<file path="src/rtl/jtp_pkg.sv">
`timescale 1ns / 1ps
// ----------------------------------------------------------------------------
// Joystick to polar: shared package
// Fixed-point formats, CORDIC arctangent table and flag type used by the
// pipeline stages of the joystick to polar converter.
// ----------------------------------------------------------------------------
package jtp_pkg;

    localparam int COORD_BITS_DEF   = 8;

    // Fixed-point formats.
    localparam int XY_FRAC          = 24;   // coordinate scale inside the CORDIC
    localparam int ANG_FRAC         = 20;   // angle accumulator, 2^-20 degree
    localparam int ANGLE_FRAC       = 4;    // reported heading, 1/16 degree
    localparam int ZW               = 30;   // angle accumulator width, signed

    localparam int CORDIC_STEPS     = 24;
    // Square root: 15 result bits from a radicand below 2^30. This must not
    // exceed CORDIC_STEPS, since each root digit is hosted by one CORDIC stage.
    localparam int SQRT_STEPS       = 15;
    localparam int RAD_W            = 2 * SQRT_STEPS;

    localparam int POWER_W          = 15;
    localparam int ANGLE_W          = 14;

    localparam int CLAMP_MAG        = 64;
    localparam int FULL_PERCENT     = 100;
    localparam int QUARTER_TURN_DEG = 90;

    localparam int POWER_FULL       = FULL_PERCENT * 256;
    localparam int CLAMP_SQ         = CLAMP_MAG * CLAMP_MAG;
    localparam int CLAMP_SQ_BITS    = $clog2(CLAMP_SQ);
    localparam int POWER_SCALE      = FULL_PERCENT * 256 / CLAMP_MAG;
    localparam int SCALE_SQ         = POWER_SCALE * POWER_SCALE;

    localparam int ANGLE_MIN        = -QUARTER_TURN_DEG * (1 << ANGLE_FRAC);
    localparam int ANGLE_LIM        = 3 * QUARTER_TURN_DEG * (1 << ANGLE_FRAC);

    localparam logic signed [ZW-1:0] QUARTER_Q20 =
        ZW'(QUARTER_TURN_DEG * (1 << ANG_FRAC));

    // round(atan(2^-i) in degrees * 2^20)
    localparam logic signed [ZW-1:0] ATAN_Q20 [CORDIC_STEPS] = '{
        30'sd47185920, 30'sd27855475, 30'sd14718068, 30'sd7471121,
        30'sd3750058,  30'sd1876857,  30'sd938658,   30'sd469357,
        30'sd234682,   30'sd117342,   30'sd58671,    30'sd29335,
        30'sd14668,    30'sd7334,     30'sd3667,     30'sd1833,
        30'sd917,      30'sd458,      30'sd229,      30'sd115,
        30'sd57,       30'sd29,       30'sd14,       30'sd7
    };

    typedef struct packed {
        logic zero;     // both coordinates zero
        logic sat;      // magnitude at or above the clamp
    } t_flags;

endpackage

</file>
<file path="src/rtl/jtp_post.sv">
`timescale 1ns / 1ps
// ----------------------------------------------------------------------------
// Joystick to polar: output stage
// Rounds the root and the heading, applies the clamp and the origin case,
// and holds the result in the output register.
// ----------------------------------------------------------------------------
module jtp_post
    import jtp_pkg::*;
(
    input  logic                      i_clk,
    input  logic                      i_rst_n,
    input  logic                      i_valid,
    output logic                      o_ready,
    input  t_flags                    i_flags,
    input  logic signed [ZW-1:0]      i_z,
    input  logic        [RAD_W-1:0]   i_rem,
    input  logic        [RAD_W-1:0]   i_root,
    output logic                      o_valid,
    input  logic                      i_ready,
    output logic        [POWER_W-1:0] o_power_q8,
    output logic signed [ANGLE_W-1:0] o_angle_q4
);
    localparam int HW = ZW + 1;
    localparam int ASH = ANG_FRAC - ANGLE_FRAC;
    localparam logic signed [HW-1:0] ROUND_HALF = HW'(1 << (ASH - 1));

    logic signed [HW-1:0]      heading;
    logic signed [HW-1:0]      q_full;
    logic                      round_up;
    logic        [POWER_W-1:0] n_power;
    logic signed [ANGLE_W-1:0] n_angle;

    logic                      r_valid;
    logic        [POWER_W-1:0] r_power;
    logic signed [ANGLE_W-1:0] r_angle;

    assign o_ready = !r_valid || i_ready;

    always_comb begin
        heading  = HW'(QUARTER_Q20) - HW'(i_z);
        q_full   = (heading + ROUND_HALF) >>> ASH;
        // Remainder above the root means the true root lies past the midpoint.
        round_up = i_rem > i_root;
        if (i_flags.sat) begin
            n_power = POWER_W'(POWER_FULL);
        end else begin
            n_power = i_root[POWER_W-1:0] + POWER_W'(round_up);
        end
        if (i_flags.zero) begin
            n_angle = '0;
        end else begin
            n_angle = q_full[ANGLE_W-1:0];
        end
    end

    always_ff @(posedge i_clk) begin
        if (!i_rst_n) begin
            r_valid <= 1'b0;
        end else if (o_ready) begin
            r_valid <= i_valid;
        end
        if (o_ready && i_valid) begin
            r_power <= n_power;
            r_angle <= n_angle;
        end
    end

    assign o_valid    = r_valid;
    assign o_power_q8 = r_power;
    assign o_angle_q4 = r_angle;

endmodule

</file>
<file path="config.mk">
export PLATFORM = sky130hd
export DESIGN_NAME = jtp_post
export DESIGN_NICKNAME = d
export VERILOG_FILES = /design/src/rtl/jtp_pkg.sv /design/src/rtl/jtp_post.sv
export SDC_FILE = /design/constraint.sdc
export NUM_CORES = 1
export LEC_CHECK = 0
export BUFFER_PORTS_ARGS = -buffer_cell sky130_fd_sc_hd__buf_2
export CAP_MARGIN = 0
export CORE_MARGIN = 5
export CORE_UTILIZATION = 46
export CTS_CLUSTER_SIZE = 40
export DETAILED_ROUTE_END_ITERATION = 12
export PLACE_DENSITY = 0.77
export SLEW_MARGIN = 20
export SYNTH_ARGS = -nofsm -noshare
export SYNTH_HDL_FRONTEND = slang
export SYNTH_SLANG_ARGS = --single-unit
</file>
<file path="constraint.sdc">
create_clock -name i_clk -period 5.28 [get_ports i_clk]
set_clock_uncertainty 0.05 [all_clocks]
set_input_delay 1.056 -clock i_clk [delete_from_list [all_inputs] [get_ports i_clk]]
set_output_delay 1.056 -clock i_clk [all_outputs]
set_load 0.05 [all_outputs]
</file>
==> metrics.yaml <==
hold_path:
  min_to: "o_valid$_SDFFE_PN0N_"
  hold_depth: 2
  min_path_type: "register to register"
  min_from: "o_valid$_SDFFE_PN0N_"
die:
  fp.dieW_um: 82.7
  initial_utilization_pct: 47.6
  dieArea_um2: 6840
  rows: 26
  core_area_um2: 5110
  io_pins: 127
  die_y_um: 82.7
cells_and_area:
  diodes: 0
  final_cell_area_um2: 3220
  drive_gt1_share_pct: 37.1
  final_common_cell: "buf_2"
  most-common-layout-cells: "buf_2, inv_1, ha_1, edfxtp_1, nor2_1"
  n_fill_cell: 445
  area_growth_pct: 32.7
  nNetsFinal: 507
synthesis:
  synthTopCellsByArea: "edfxtp_1, ha_1, inv_1"
  synthArstFlopShare_pct: 0
  yosysTopAreaCell: "edfxtp_1"
  synth-main-ff-cell: "edfxtp_1"
  syn_area_um2: 2430
  synth_edf_count: 29
  syn_inst: 248
  yosys_warnings: 0
  synth_area_per_cell_um2: 9.80
  syn-num-nets: 376
  synth_top_area_share_pct: 35.8
  synth_cell_types: 45
  seq_area_frac_synth_pct: 36.7
  ys_seq_elements: 30
power_and_ir_drop:
  peakVddDrop_mv: 0.102
  leakage_nw: 1.62
  power_density_nw_per_um2: 207
timing:
  setup_ws_ps: 1340
  maxSlewViolCount: 0
  rsz0062_at_grt: "false"
  worst_pin_slew_ps: 644
  fmax_ghz: 0.254
  period_share_pct: 74.5
  tns_ps: 0
  period_minus_slack_ps: 3940
  relSlewSlack_pct: 57.0
  fin_hold_ws_ps: 472
  hold_viol_final: 0
  setup_violations: 0
worst_setup_path:
  crit_path_end_kind: "register"
  r2r_cells: 3
  cp_cell_sequence: "buf_2 > inv_1 > ha_1 > and4_1 > nor4bb_1 > nand2_1 > o21ai_0 > ha_1 > ha_1 > nand3_1 > nor4_1 > and3_1 > xnor2_1 > nand2b_1"
  start_kind: "input port"
  cp_max_fo: 5
  path_common_cell: "ha_1"
  cp.arrival_ps: 3920
  r2r-end: "o_power_q8[3]$_SDFFCE_PP0P_"
  crit_start: "i_root[21]"
  rr_startpoint: "o_valid$_SDFFE_PN0N_"
  slowest_delay_ps: 490
  criticalPathCategory: "input port to register"
  ff2ff_setup_slack_ps: 4050
  cp_slowest_cell: "nor4_1"
  cp.required_ps: 5260
placement:
  hpwl_um: 5010
  post-place-ws_ps: 1030
  gp_congestion: 0.864
  placed_cell_area_um2: 3140
  port_buffers: 126
clock_network:
  clk_pin_slew_ps: 60
  postCtsSetupRepairBufs: 0
  cts_root_buffer: "clkbuf_8"
  cts_resized: 0
  clockBufferDepth: 2
  numCtsBuffers: 5
  htree_num_levels: 2
  cts.sinks: 30
  clk-insertion-delay-late_ps: 280
  cts_tree: "built"
  hold_buffers: 0
global_routing:
  grt_start_max_net_pins: 30
  grt_pass1_wl_um: 8850
  grt_overflow: 0
  antenna_found_initial: 0
  grtUsageTotal_pct: 16.8
  grt_pass1_vias: 2174
status:
  outcome: "complete, no violations"
detailed_routing:
  dr.pass1.iters: 4
  vias: 2278
  remaining_drc_errors: 0
  viasPerCell: 5.06
  antenna_left: 0
  postRouteWirelength_um: 5750
  drt-initial-drc-count: 27
  wire_per_inst_um: 12.8
job:
  cap_violations: 0
==> worst max-delay path by stage <==
stage,slack [ps],to
global route,1100,o_power_q8[14]$_SDFFCE_PP1P_
finish,1340,o_power_q8[14]$_SDFFCE_PP1P_
detailed placement,1030,o_power_q8[14]$_SDFFCE_PP1P_
CTS,1330,o_power_q8[14]$_SDFFCE_PP1P_
global placement,1240,o_power_q8[14]$_SDFFCE_PP1P_
floorplan,1600,o_power_q8[14]$_SDFFCE_PP1P_
==> worst max-delay path: cells and delay by family <==
family / cells / cell delay (ps)
AOI/OAI and AO/OA: 1 / 210
adders and majority gates: 3 / 680
and+or+nand+nor: 7 / 1740
buffers and inverters: 2 / 100
xor gates and xnor gates: 1 / 130
==> registers in the layout, indices dropped and copies added, names as in the netlist <==
signal      cells
o_angle_q4     14
o_valid         1
o_power_q8     15
==> report_power, final <==
| part | leakage [nW] | switching, mW | internal [mW] | total, mW |
|---|---|---|---|---|
| Combinational | 1.28 | 0.138 | 0.0806 | 0.218 |
| Clock | 0.0407 | 0.0782 | 0.0876 | 0.166 |
| Sequential | 0.294 | 0.00310 | 0.281 | 0.285 |
==> synth_stat cells, types with 4 or more instances <==
| cell | number |
|---|---|
| inv_1 | 40 |
| nor3_1 | 6 |
| edfxtp_1 | 29 |
| nor2b_1 | 4 |
| nand4_1 | 9 |
| nand2b_1 | 4 |
| or3_1 | 5 |
| a21o_1 | 6 |
| xnor2_1 | 13 |
| nand3_1 | 7 |
| o21ai_0 | 6 |
| nor2_1 | 23 |
| a21oi_1 | 16 |
| nand2_1 | 4 |
| ha_1 | 32 |
==> cells by family (layout without fill, tap and decap cells) <==
group | Yosys count | in the layout | share of synthesized area, %
DFF | 30 | 30 | 36.7
xor gates and xnor gates | 16 | 16 | 5.77
AOI/OAI and AO/OA | 48 | 48 | 15.8
muxes | 2 | 2 | 0.875
buffers and inverters | 43 | 175 | 6.64
adders and majority gates | 32 | 32 | 16.5
and+or+nand+nor | 77 | 77 | 17.8
==> area by class of cell <==
cell class / instances / area, um2 / share of cell area, %
multi-input cells: 175 / 1380 / 42.7
flip-flops and latches: 30 / 891 / 27.6
repair buffers: 127 / 638 / 19.8
inverters: 40 / 150 / 4.66
well taps: 70 / 87.6 / 2.72
clock buffers: 5 / 68.8 / 2.13
clock inverters: 3 / 11.3 / 0.349
==> layer usage <==
metal  up-vias  share of wire, %  track usage, %
met4         0               1.4            5.88
met2        93                51            31.8
li1       1162                 -               -
met1      1013                37            17.5
met3        10                11            4.77
met5         -                 0               0
==> stage by stage <==
stage	util (%)	std cells	power (mW)
after detailed placement	61.6	442	0.509
after global routing	63.1	450	0.713
final	63.1	450	0.669
after floorplan	-	248	0.432
after global placement	61.6	442	0.505
after CTS	63.1	450	0.674
Power figures use the tool's default switching activity.
