**config.mk**
```make
export PLATFORM = sky130hd
export DESIGN_NAME = jtp_stage
export DESIGN_NICKNAME = d
export VERILOG_FILES = /design/src/rtl/jtp_pkg.sv /design/src/rtl/jtp_stage.sv
export SDC_FILE = /design/constraint.sdc
export NUM_CORES = 1
export LEC_CHECK = 0
export ABC_AREA = 1
export BUFFER_PORTS_ARGS = -buffer_cell sky130_fd_sc_hd__buf_4
export CAP_MARGIN = 5
export CORE_MARGIN = 2
export CORE_UTILIZATION = 40
export DETAILED_ROUTE_END_ITERATION = 7
export RECOVER_POWER = 50
export SLEW_MARGIN = 0
export SYNTH_ARGS = -nofsm -noshare
export SYNTH_HDL_FRONTEND = slang
export SYNTH_SLANG_ARGS = --single-unit
export TNS_END_PERCENT = 100
```
**constraint.sdc**
```tcl
create_clock -name i_clk -period 11.8 [get_ports i_clk]
set_input_delay 1.18 -clock i_clk [delete_from_list [all_inputs] [get_ports i_clk]]
set_output_delay 1.18 -clock i_clk [all_outputs]
set_load 0.01 [all_outputs]
```
**src/rtl/jtp_pkg.sv**
```systemverilog
`timescale 1ns / 1ps
// ----------------------------------------------------------------------------
// Joystick to polar: shared package
// Fixed-point formats, CORDIC arctangent table and flag type used by the
// pipeline stages of the joystick to polar converter.
// ----------------------------------------------------------------------------
package jtp_pkg;

    localparam int COORD_BITS_DEF   = 8;

    // Fixed-point formats.
    localparam int XY_FRAC          = 24;   // coordinate scale inside the CORDIC
    localparam int ANG_FRAC         = 20;   // angle accumulator, 2^-20 degree
    localparam int ANGLE_FRAC       = 4;    // reported heading, 1/16 degree
    localparam int ZW               = 30;   // angle accumulator width, signed

    localparam int CORDIC_STEPS     = 24;
    // Square root: 15 result bits from a radicand below 2^30. This must not
    // exceed CORDIC_STEPS, since each root digit is hosted by one CORDIC stage.
    localparam int SQRT_STEPS       = 15;
    localparam int RAD_W            = 2 * SQRT_STEPS;

    localparam int POWER_W          = 15;
    localparam int ANGLE_W          = 14;

    localparam int CLAMP_MAG        = 64;
    localparam int FULL_PERCENT     = 100;
    localparam int QUARTER_TURN_DEG = 90;

    localparam int POWER_FULL       = FULL_PERCENT * 256;
    localparam int CLAMP_SQ         = CLAMP_MAG * CLAMP_MAG;
    localparam int CLAMP_SQ_BITS    = $clog2(CLAMP_SQ);
    localparam int POWER_SCALE      = FULL_PERCENT * 256 / CLAMP_MAG;
    localparam int SCALE_SQ         = POWER_SCALE * POWER_SCALE;

    localparam int ANGLE_MIN        = -QUARTER_TURN_DEG * (1 << ANGLE_FRAC);
    localparam int ANGLE_LIM        = 3 * QUARTER_TURN_DEG * (1 << ANGLE_FRAC);

    localparam logic signed [ZW-1:0] QUARTER_Q20 =
        ZW'(QUARTER_TURN_DEG * (1 << ANG_FRAC));

    // round(atan(2^-i) in degrees * 2^20)
    localparam logic signed [ZW-1:0] ATAN_Q20 [CORDIC_STEPS] = '{
        30'sd47185920, 30'sd27855475, 30'sd14718068, 30'sd7471121,
        30'sd3750058,  30'sd1876857,  30'sd938658,   30'sd469357,
        30'sd234682,   30'sd117342,   30'sd58671,    30'sd29335,
        30'sd14668,    30'sd7334,     30'sd3667,     30'sd1833,
        30'sd917,      30'sd458,      30'sd229,      30'sd115,
        30'sd57,       30'sd29,       30'sd14,       30'sd7
    };

    typedef struct packed {
        logic zero;     // both coordinates zero
        logic sat;      // magnitude at or above the clamp
    } t_flags;

endpackage

```
**src/rtl/jtp_stage.sv**
```systemverilog
`timescale 1ns / 1ps
// ----------------------------------------------------------------------------
// Joystick to polar: CORDIC stage
// One vectoring CORDIC rotation and, in the early stages, one digit of the
// restoring square root. One register stage.
// ----------------------------------------------------------------------------
module jtp_stage
    import jtp_pkg::*;
#(
    parameter int COORD_BITS = COORD_BITS_DEF,
    parameter int STAGE      = 0,
    localparam int XW = COORD_BITS + XY_FRAC + 3
) (
    input  logic                    i_clk,
    input  logic                    i_rst_n,
    input  logic                    i_valid,
    output logic                    o_ready,
    input  t_flags                  i_flags,
    input  logic signed [XW-1:0]    i_cx,
    input  logic signed [XW-1:0]    i_cy,
    input  logic signed [ZW-1:0]    i_z,
    input  logic        [RAD_W-1:0] i_rem,
    input  logic        [RAD_W-1:0] i_root,
    output logic                    o_valid,
    input  logic                    i_ready,
    output t_flags                  o_flags,
    output logic signed [XW-1:0]    o_cx,
    output logic signed [XW-1:0]    o_cy,
    output logic signed [ZW-1:0]    o_z,
    output logic        [RAD_W-1:0] o_rem,
    output logic        [RAD_W-1:0] o_root
);
    logic signed [XW-1:0]    dx;
    logic signed [XW-1:0]    dy;
    logic signed [XW-1:0]    n_cx;
    logic signed [XW-1:0]    n_cy;
    logic signed [ZW-1:0]    n_z;
    logic        [RAD_W-1:0] n_rem;
    logic        [RAD_W-1:0] n_root;

    logic                    r_valid;
    t_flags                  r_flags;
    logic signed [XW-1:0]    r_cx;
    logic signed [XW-1:0]    r_cy;
    logic signed [ZW-1:0]    r_z;
    logic        [RAD_W-1:0] r_rem;
    logic        [RAD_W-1:0] r_root;

    assign o_ready = !r_valid || i_ready;

    // Drive y toward zero; both updates use the old x and y.
    always_comb begin
        dx = i_cy >>> STAGE;
        dy = i_cx >>> STAGE;
        if (!i_cy[XW-1]) begin
            n_cx = i_cx + dx;
            n_cy = i_cy - dy;
            n_z  = i_z + ATAN_Q20[STAGE];
        end else begin
            n_cx = i_cx - dx;
            n_cy = i_cy + dy;
            n_z  = i_z - ATAN_Q20[STAGE];
        end
    end

    if (STAGE < SQRT_STEPS) begin : g_sqrt
        localparam logic [RAD_W-1:0] SQ_BIT = RAD_W'(1) << (RAD_W - 2 - 2 * STAGE);
        logic [RAD_W:0] trial;

        always_comb begin
            trial = {1'b0, i_root} + {1'b0, SQ_BIT};
            if ({1'b0, i_rem} >= trial) begin
                n_rem  = i_rem - trial[RAD_W-1:0];
                n_root = (i_root >> 1) + SQ_BIT;
            end else begin
                n_rem  = i_rem;
                n_root = i_root >> 1;
            end
        end
    end else begin : g_pass
        assign n_rem  = i_rem;
        assign n_root = i_root;
    end

    always_ff @(posedge i_clk) begin
        if (!i_rst_n) begin
            r_valid <= 1'b0;
        end else if (o_ready) begin
            r_valid <= i_valid;
        end
        if (o_ready && i_valid) begin
            r_flags <= i_flags;
            r_cx    <= n_cx;
            r_cy    <= n_cy;
            r_z     <= n_z;
            r_rem   <= n_rem;
            r_root  <= n_root;
        end
    end

    assign o_valid = r_valid;
    assign o_flags = r_flags;
    assign o_cx    = r_cx;
    assign o_cy    = r_cy;
    assign o_z     = r_z;
    assign o_rem   = r_rem;
    assign o_root  = r_root;

endmodule

```
==> impl_metrics.csv <==
group,metric,value,unit
synthesis,netlist_area,0.0152,sq mm
clocking,clock_latency,460,ps
floorplanning,die_h,199,um
sta,max_freq,0.194,GHz
global_routing,grt_max_degree,162,
layout,mostFrequentLayoutCells,"nand2_1, inv_1, buf_4, nand3_1, nor2_1",
sta,slew_headroom,-141,%
layout,layout.cells.non_filler,3001,
worst_setup_path,start_kind,"input pin",
worst_setup_path,worstPathRequired,12010,ps
layout,nets,2789,
worst_setup_path,r2r_start,"o_valid$_SDFFE_PN0N_",
synthesis,synth_cell_types,46,
clocking,ctsLongestPathBuffers,2,
clocking,tritoncts,"done",
layout,post_route_cells_drive_above_1_share,13.3,%
worst_setup_path,r2r_end,"o_z[28]$_DFFE_PP_",
clocking,cts_root_buf,"clkbuf_16",
global_routing,grt_antenna_before_repair,1,
synthesis,syn_inst,2177,
clocking,numCtsBuffers,17,
synthesis,synth_warnings,0,
sta,timing.hold.ws,519,ps
sta,tns,0,ps
worst_setup_path,end_kind,"flip-flop",
synthesis,synth_seq_cells,162,
worst_setup_path,critPathLaunch,"i_cy[34]",
layout,area_growth,21.0,%
drt,ant_nets,0,
worst_setup_path,max_stage_delay,2530,ps
worst_setup_path,critPathCapture,"o_z[27]$_DFFE_PP_",
sta,rsz0062_at_grt,"false",
floorplanning,dieArea,0.0397,sq mm
clocking,cts_resized,0,
worst_setup_path,reg2regPathDepth,2,
worst_setup_path,cp.depth,9,
worst_setup_path,critPathKind,"in -> reg",
layout,fill_cells,3927,
clocking,cts.hold.buffers_added,0,
layout,antennaDiodeCount,0,
drt,vias,15800,
worst_setup_path,cp_max_fo,67,
global_routing,grt_pass1_wl,88000,um
placement,gp_congestion,1.02,
worst_setup_path,regToRegSetupSlack,10020,ps
power,leakage,9.01,nW
worst_setup_path,cp.arrival,5370,ps
clocking,htreeDepth,4,
drt,drc_errors,0,
global_routing,gr-total-overflow,0,
worst_setup_path,path_cells,"buf_4 > clkbuf_1 > ha_1 > a21oi_1 > o21ai_0 > a21oi_1 > nor2_1 > nor2_1 > xnor2_1",
sta,period_minus_slack,5160,ps
power,powerDensity,114,mW/mm^2
floorplanning,core_area,0.0376,sq mm
drt,drtIter0Drc,1187,
sta,setup_violations,0,
drt,finalWirelength,59100,um
placement,dp_hpwl,49000,um
min_path,hold_class,"reg -> reg",
synthesis,ys_seq_area_share,31.9,%
floorplanning,io_pins,330,
worst_setup_path,critPathBufInv,2,
sta,worst_pin_slew,3610,ps
synthesis,postSynthAreaPerCell,7.00,sq um
sta,clock_skew,8.52,ps
layout,final_area,0.0184,sq mm
sta,post-route-period-util,43.7,%
outcome,status,"finished with violations",
drt,first_pass_iters,7,
drt,wl_per_cell,19.7,um
job,cap_violations,1,
global_routing,grtUsageTotal,29.6,%
power,irDropWorstVdd,0.116,mV
floorplanning,rows,71,
sta,slew_violations,68,
placement,post_dp_cell_area,0.0181,sq mm
clocking,cts_setup_buffers,0,
outcome,violations,"capacitance limit, slew limit",
floorplanning,start_util,40.5,%
synthesis,syn_nets,2489,
layout,final_common_cell,"nand2_1",
clocking,clkTransAtPathRegs,80,ps
global_routing,grt_pass1_vias,15600,
clocking,cts.sinks,162,
placement,dp_cells,2969,
worst_setup_path,crit_family,"buffers and inverters",
placement,portBuffers,329,
drt,via_per_inst,5.26,
floorplanning,dieWidth,199,um
sta,timing.final.hold_violations,0,
worst_setup_path,cpMaxStageDelayCell,"clkbuf_1",
## stage by stage
| step | util [%] | worst slack, ps | total power [mW] |
|---|---|---|---|
| after floorplan | - | 2110 | 1.21 |
| after global placement | 48.1 | 7930 | 1.51 |
| after detailed placement | 48.1 | 7870 | 1.51 |
| after CTS | 49.8 | 8370 | 2.12 |
| after global routing | 49.0 | 6450 | 2.21 |
| final | 49.0 | 6640 | 2.10 |
## flip-flops by register name, indices dropped and copies added, names as in the netlist
register  cells
o_cx         35
o_cy         34
o_flags       2
o_rem        30
o_root       30
o_valid       1
o_z          30
## area by class of cell
type                    instances  area (sq um)  area share [%]
well taps                     511           639            3.47
clock buffers                  17           425            2.31
repair buffers                333          2230            12.1
flip-flops and latches        162          4850            26.3
multi-input cells            1653          8900            48.3
clock inverters                15           205            1.11
inverters                     310          1160            6.31
## routing by layer
metal	GRT usage, %	up-vias	share of wire [%]
li1	-	7745	-
met4	9.62	0	2.9
met5	0	-	0
met1	37.1	7324	42
met2	51.6	628	48
met3	4.89	95	7.5
## worst min path at each step
stage                    startpoint                    to  slack (ps)  cells past startpoint
2_1_floorplan  o_valid$_SDFFE_PN0N_  o_valid$_SDFFE_PN0N_         600                      2
3_3_place_gp   o_valid$_SDFFE_PN0N_  o_valid$_SDFFE_PN0N_         550                      2
3_5_place_dp   o_valid$_SDFFE_PN0N_  o_valid$_SDFFE_PN0N_         550                      2
4_1_cts        o_valid$_SDFFE_PN0N_  o_valid$_SDFFE_PN0N_         560                      2
5_1_grt        o_valid$_SDFFE_PN0N_  o_valid$_SDFFE_PN0N_         580                      2
6_report       o_valid$_SDFFE_PN0N_  o_valid$_SDFFE_PN0N_         520                      2
## power breakdown
part	total, mW	internal (mW)	switching, mW
logic	0.762	0.259	0.503
registers	0.732	0.712	0.0202
clock network	0.608	0.310	0.297
## synthesized netlist by cell type, drive strengths merged
cell    count  area share (%)
o31ai       3            0.15
nand2     617              15
clkbuf      8            0.20
fa          5            0.66
dfxtp       1            0.13
buf        44             1.8
xor2       47             2.7
or2         7            0.29
xnor2       6            0.35
ha        141              12
nor3       23            0.79
nand3b      7            0.35
nor4        8            0.47
a21o        7            0.35
a21boi      5            0.25
and2        1           0.041
inv       309             7.6
a21oi     175             5.8
edfxtp    161              32
clkinv      1           0.025
nor2      199             5.0
o21bai     20            0.99
nand3     214             7.5
o211ai      5            0.31
o21ai     131             4.3
nand4      20            0.82
o21a        3            0.15
o22ai       6            0.25
a31oi       3            0.12
## worst min-delay path: stages (launching register included)
cell and delay [ps]:
dfxtp_1 320, nand2_1 80, a21boi_0 70
## logic make-up after synthesis
group / count (synthesis) / synth area share [%]
DFF: 162 / 31.9
AOI/OAI and AO/OA: 358 / 12.7
xor gates and xnor gates: 53 / 3.05
and+or+nand+nor: 1096 / 30.5
adders and majority gates: 146 / 12.2
buffers and inverters: 362 / 9.65
(Power assumes the default switching activity.)
