## config.mk

```make
export PLATFORM = sky130hd
export DESIGN_NAME = jtp_prep
export DESIGN_NICKNAME = d
export VERILOG_FILES = /design/src/rtl/jtp_pkg.sv /design/src/rtl/jtp_prep.sv
export SDC_FILE = /design/constraint.sdc
export NUM_CORES = 1
export LEC_CHECK = 0
export BUFFER_PORTS_ARGS = -buffer_cell sky130_fd_sc_hd__buf_2
export CORE_ASPECT_RATIO = 1.75
export CORE_UTILIZATION = 64
export DETAILED_ROUTE_END_ITERATION = 10
export PLACE_DENSITY = 0.88
export SLEW_MARGIN = 20
export SYNTH_ARGS = -nofsm -noshare
export SYNTH_HDL_FRONTEND = slang
export SYNTH_SLANG_ARGS = --single-unit
```

## constraint.sdc

```tcl
create_clock -name i_clk -period 12.6 [get_ports i_clk]
set_input_delay 0 -clock i_clk [delete_from_list [all_inputs] [get_ports i_clk]]
set_output_delay 0 -clock i_clk [all_outputs]
set_load 0.005 [all_outputs]
```

## src/rtl/jtp_pkg.sv

```systemverilog
`timescale 1ns / 1ps
// ----------------------------------------------------------------------------
// Joystick to polar: shared package
// Fixed-point formats, CORDIC arctangent table and flag type used by the
// pipeline stages of the joystick to polar converter.
// ----------------------------------------------------------------------------
package jtp_pkg;

    localparam int COORD_BITS_DEF   = 8;

    // Fixed-point formats.
    localparam int XY_FRAC          = 24;   // coordinate scale inside the CORDIC
    localparam int ANG_FRAC         = 20;   // angle accumulator, 2^-20 degree
    localparam int ANGLE_FRAC       = 4;    // reported heading, 1/16 degree
    localparam int ZW               = 30;   // angle accumulator width, signed

    localparam int CORDIC_STEPS     = 24;
    // Square root: 15 result bits from a radicand below 2^30. This must not
    // exceed CORDIC_STEPS, since each root digit is hosted by one CORDIC stage.
    localparam int SQRT_STEPS       = 15;
    localparam int RAD_W            = 2 * SQRT_STEPS;

    localparam int POWER_W          = 15;
    localparam int ANGLE_W          = 14;

    localparam int CLAMP_MAG        = 64;
    localparam int FULL_PERCENT     = 100;
    localparam int QUARTER_TURN_DEG = 90;

    localparam int POWER_FULL       = FULL_PERCENT * 256;
    localparam int CLAMP_SQ         = CLAMP_MAG * CLAMP_MAG;
    localparam int CLAMP_SQ_BITS    = $clog2(CLAMP_SQ);
    localparam int POWER_SCALE      = FULL_PERCENT * 256 / CLAMP_MAG;
    localparam int SCALE_SQ         = POWER_SCALE * POWER_SCALE;

    localparam int ANGLE_MIN        = -QUARTER_TURN_DEG * (1 << ANGLE_FRAC);
    localparam int ANGLE_LIM        = 3 * QUARTER_TURN_DEG * (1 << ANGLE_FRAC);

    localparam logic signed [ZW-1:0] QUARTER_Q20 =
        ZW'(QUARTER_TURN_DEG * (1 << ANG_FRAC));

    // round(atan(2^-i) in degrees * 2^20)
    localparam logic signed [ZW-1:0] ATAN_Q20 [CORDIC_STEPS] = '{
        30'sd47185920, 30'sd27855475, 30'sd14718068, 30'sd7471121,
        30'sd3750058,  30'sd1876857,  30'sd938658,   30'sd469357,
        30'sd234682,   30'sd117342,   30'sd58671,    30'sd29335,
        30'sd14668,    30'sd7334,     30'sd3667,     30'sd1833,
        30'sd917,      30'sd458,      30'sd229,      30'sd115,
        30'sd57,       30'sd29,       30'sd14,       30'sd7
    };

    typedef struct packed {
        logic zero;     // both coordinates zero
        logic sat;      // magnitude at or above the clamp
    } t_flags;

endpackage

```

## src/rtl/jtp_prep.sv

```systemverilog
`timescale 1ns / 1ps
// ----------------------------------------------------------------------------
// Joystick to polar: front stages
// Squares and left half plane pre-rotation, then clamp detection and the
// scaled square-root radicand. Two register stages.
// ----------------------------------------------------------------------------
module jtp_prep
    import jtp_pkg::*;
#(
    parameter int COORD_BITS = COORD_BITS_DEF,
    localparam int XW = COORD_BITS + XY_FRAC + 3
) (
    input  logic                         i_clk,
    input  logic                         i_rst_n,
    input  logic                         i_valid,
    output logic                         o_ready,
    input  logic signed [COORD_BITS-1:0] i_stick_x,
    input  logic signed [COORD_BITS-1:0] i_stick_y,
    output logic                         o_valid,
    input  logic                         i_ready,
    output t_flags                       o_flags,
    output logic signed [XW-1:0]         o_cx,
    output logic signed [XW-1:0]         o_cy,
    output logic signed [ZW-1:0]         o_z,
    output logic        [RAD_W-1:0]      o_rem
);
    localparam int SQW = 2 * COORD_BITS;

    logic                   a_ready;
    logic                   b_ready;

    logic signed [SQW-1:0]  sx;
    logic signed [SQW-1:0]  sy;
    logic signed [SQW-1:0]  sq_x;
    logic signed [SQW-1:0]  sq_y;
    logic signed [XW-1:0]   xe;
    logic signed [XW-1:0]   ye;

    logic                   r_a_valid;
    logic                   r_a_zero;
    logic        [SQW-1:0]  r_a_r2;
    logic signed [XW-1:0]   r_a_x;
    logic signed [XW-1:0]   r_a_y;
    logic signed [ZW-1:0]   r_a_z;
    logic        [SQW-1:0]  n_a_r2;
    logic signed [XW-1:0]   n_a_x;
    logic signed [XW-1:0]   n_a_y;
    logic signed [ZW-1:0]   n_a_z;

    logic                   r_b_valid;
    t_flags                 r_b_flags;
    logic signed [XW-1:0]   r_b_x;
    logic signed [XW-1:0]   r_b_y;
    logic signed [ZW-1:0]   r_b_z;
    logic        [RAD_W-1:0] r_b_n;
    logic        [RAD_W-1:0] n_b_n;

    assign b_ready = !r_b_valid || i_ready;
    assign a_ready = !r_a_valid || b_ready;
    assign o_ready = a_ready;

    // Stage A: squares and quarter-turn pre-rotation into the right half plane.
    always_comb begin
        sx     = SQW'(i_stick_x);
        sy     = SQW'(i_stick_y);
        sq_x   = sx * sx;
        sq_y   = sy * sy;
        n_a_r2 = $unsigned(sq_x) + $unsigned(sq_y);
        xe     = XW'(i_stick_x);
        ye     = XW'(i_stick_y);
        if (i_stick_x[COORD_BITS-1]) begin
            if (!i_stick_y[COORD_BITS-1]) begin
                n_a_x = ye <<< XY_FRAC;
                n_a_y = (-xe) <<< XY_FRAC;
                n_a_z = QUARTER_Q20;
            end else begin
                n_a_x = (-ye) <<< XY_FRAC;
                n_a_y = xe <<< XY_FRAC;
                n_a_z = -QUARTER_Q20;
            end
        end else begin
            n_a_x = xe <<< XY_FRAC;
            n_a_y = ye <<< XY_FRAC;
            n_a_z = '0;
        end
    end

    // Stage B: below the clamp the squared radius fits in CLAMP_SQ_BITS bits.
    assign n_b_n = RAD_W'(r_a_r2[CLAMP_SQ_BITS-1:0]) * RAD_W'(SCALE_SQ);

    always_ff @(posedge i_clk) begin
        if (!i_rst_n) begin
            r_a_valid <= 1'b0;
            r_b_valid <= 1'b0;
        end else begin
            if (a_ready) begin
                r_a_valid <= i_valid;
            end
            if (b_ready) begin
                r_b_valid <= r_a_valid;
            end
        end
        if (a_ready && i_valid) begin
            r_a_zero <= (i_stick_x == '0) && (i_stick_y == '0);
            r_a_r2   <= n_a_r2;
            r_a_x    <= n_a_x;
            r_a_y    <= n_a_y;
            r_a_z    <= n_a_z;
        end
        if (b_ready && r_a_valid) begin
            r_b_flags.zero <= r_a_zero;
            r_b_flags.sat  <= r_a_r2 >= SQW'(CLAMP_SQ);
            r_b_x          <= r_a_x;
            r_b_y          <= r_a_y;
            r_b_z          <= r_a_z;
            r_b_n          <= n_b_n;
        end
    end

    assign o_valid = r_b_valid;
    assign o_flags = r_b_flags;
    assign o_cx    = r_b_x;
    assign o_cy    = r_b_y;
    assign o_z     = r_b_z;
    assign o_rem   = r_b_n;

endmodule

```

==> results.yml <==
logic_synthesis:
  yosys_most_used_dff: "edfxtp_1"
  synth-edff-count: 87
  synth_warnings: 0
  synth_area_sq_um: 10200
  async_flop_share_pct: 0
  synth_compound_area_share_pct: 5.92
  synth_top_family_by_area: "adder cells"
  synth_xor_area_share_pct: 4.57
  synth-simple-area-share_pct: 7.96
  synth_commonest_cells: "inv_1, fa_1, ha_1, edfxtp_1, buf_4"
  yosysUniqueCellTypes: 51
  syn-instance-count: 947
  yosysTopAreaCell: "fa_1"
  synth.most_common_cell: "inv_1"
  synthMuxAreaShare_pct: 0.505
  syn-mean-instance-area_sq_um: 10.7
  synth_fa_ha_area_share_pct: 40.8
  synth_area_leaders: "fa_1, edfxtp_1, ha_1"
  ys_ff_latch: 89
  ys_seq_area_share_pct: 26.1
  synth_top_area_share_pct: 26.4
placement:
  io_buffers: 76
  place.gp.congestion: 0.882
  hpwlAfterDp_microns: 15900
  dpl_cell_area_sq_um: 10400
timing:
  tns_ns: 0
  slew_headroom_pct: 35.1
  rsz0062_at_grt: "no"
  setup_violations: 0
  whs_ns: 0.0225
  tightest_slew_ns: 0.973
  final.min_clock_period_ns: 5.67
  report.final.slew_viol_count: 0
  hold_viol: 0
  fmax_mhz: 176
  final.setup_skew_ns: 0.00584
  fin_crit_sh_pct: 45.0
setup_path:
  worstReg2RegStart: "r_a_r2[5]"
  rr_endpoint: "o_rem[29]"
  cp_top_family: "adder cells"
  worstPathBufferInverterCount: 6
  cp_max_fo: 34
  r2r_cells: 16
  critPathRequiredTime_ns: 12.79
  critPathArrivalTime_ns: 5.86
  crit_type: "in -> reg"
  critPathMostFrequentCell: "fa_1"
  cp_cell_sequence: "buf_2 -> inv_1 -> nor2_1 -> inv_1 -> fa_1 -> inv_1 -> fa_1 -> inv_1 -> fa_1 -> fa_1 -> fa_1 -> fa_1 -> inv_1 -> ha_1 -> o21a_1 -> o21a_1 -> and3_1 -> a211oi_1 -> o41ai_1 -> a211oi_1"
  critical-path-max-stage-delay_ns: 0.58
  crit_slowest_cell: "fa_1"
  reg2reg_slack_ns: 8.09
  start_kind: "input port"
  cp-end-kind: "flop"
die:
  fp.dieW_microns: 97.2
  row_count: 60
  design.core.area_sq_um: 15500
  ios: 154
  start_util_pct: 65.7
  die_area_sq_um: 16400
  fp.dieH_microns: 169
worst_hold_path:
  hold_end: "o_valid"
  hold_depth: 3
  min_path_type: "in -> reg"
  hold_path_startpoint: "i_ready"
layout:
  final_nets: 1279
  design_area_sq_um: 10700
  antenna_cells: 0
  drive_above_1_share_pct: 10.8
  syn_to_final_growth_pct: 5.07
routing:
  routed_wl_microns: 19500
  detail_route.iter0.violations: 326
  antenna_left: 0
  drc_errors: 0
  wl_per_cell_microns: 16.3
  vias_per_cell: 5.43
  first_pass_iters: 4
  vias: 6514
global_routing:
  grt_pass1_wl_microns: 31600
  grt.overflow.total: 0
  first_global_vias: 6771
  track_usage_pct: 24.8
  grt_max_degree: 48
  antenna_found_initial: 0
cts:
  clock_sinks: 89
  post-cts-setup-buffers: 0
  cts_buffers: 9
  cts_tree: "built"
  post_cts_resized: 0
  cts.path.max_buffers: 2
  cts-htree-levels: 3
  postCtsHoldBufs: 2
  cts_root_buf: "clkbuf_16"
  cts.clk_slew.worst_paths_ns: 0.07
  insertion_delay_ns: 0.35
run_status:
  outcome: "finished, final reports clean"
run:
  cap_violations: 0
## cells in the final DEF (no fill, tap or decap), types with 10 or more instances in the layout
cell and instances:
xnor2_1 43, conb_1 80, edfxtp_1 87, ha_1 117
a21o_1 12, nor2_1 46, nor3_1 11, buf_2 76
nand2_1 37, xor2_1 10, a21oi_1 32, inv_1 187
and2_1 29, fa_1 134
## metrics by stage
step | setup slack [ns] | util [%] | std cells
4_1_cts | 6.93 | 69.0 | 1199
6_report | 6.93 | 69.0 | 1199
3_5_place_dp | 6.59 | 67.0 | 1181
5_1_grt | 6.54 | 69.0 | 1199
2_1_floorplan | 7.11 | - | 1026
3_3_place_gp | 6.75 | 67.0 | 1181
## kinds of logic (layout without fill, tap and decap cells)
group	Yosys count	after routing
muxes	5	5
AOI/OAI and AO/OA	88	88
other	1	80
buffers and inverters	296	283
DFF	89	89
adders and majority gates	251	251
xor gates and xnor gates	53	53
and+or+nand+nor	164	164
## worst min-delay path, cell delays in order
cell and delay, ns:
buf_2 0.08, nor2b_1 0.08, o21a_1 0.17
## routing by layer
| layer | wire (microns) | track usage, % |
|---|---|---|
| met4 | 945 | 13.0 |
| met3 | 807 | 2.35 |
| met2 | 11500 | 49.5 |
| met5 | 0 | 0 |
| met1 | 6250 | 24.7 |
## worst max-delay path by stage
stage	startpoint	to	slack (ns)	cells after the start
2_1_floorplan	i_stick_y[7]	r_a_r2[14]	7.11	19
3_3_place_gp	i_stick_x[7]	r_a_r2[14]	6.75	22
3_5_place_dp	i_stick_x[7]	r_a_r2[14]	6.59	20
4_1_cts	i_stick_x[7]	r_a_r2[14]	6.93	20
5_1_grt	i_stick_x[7]	r_a_r2[14]	6.54	22
6_report	i_stick_x[7]	r_a_r2[14]	6.93	20
## area by class of cell
| cell class | count | area (sq um) |
|---|---|---|
| clock buffers | 9 | 225 |
| clock inverters | 7 | 70.1 |
| fillers | 1104 | 4790 |
| inverters | 188 | 706 |
| multi-input cells | 641 | 6380 |
| flip-flops and latches | 89 | 2650 |
| well taps | 186 | 233 |
| repair buffers | 79 | 408 |
## registers in the layout, indices dropped and copies added (netlist names)
| signal | count |
|---|---|
| r_a_valid | 1 |
| r_a_zero | 1 |
| o_cx | 11 |
| o_cy | 9 |
| r_a_x | 11 |
| o_valid | 1 |
| r_a_y | 9 |
| r_a_r2 | 16 |
| o_rem | 22 |
| r_a_z | 3 |
| o_flags | 2 |
| o_z | 3 |
Power is not shown: default switching activity piles up to over one toggle a cycle in this logic, so the estimate is an artifact.
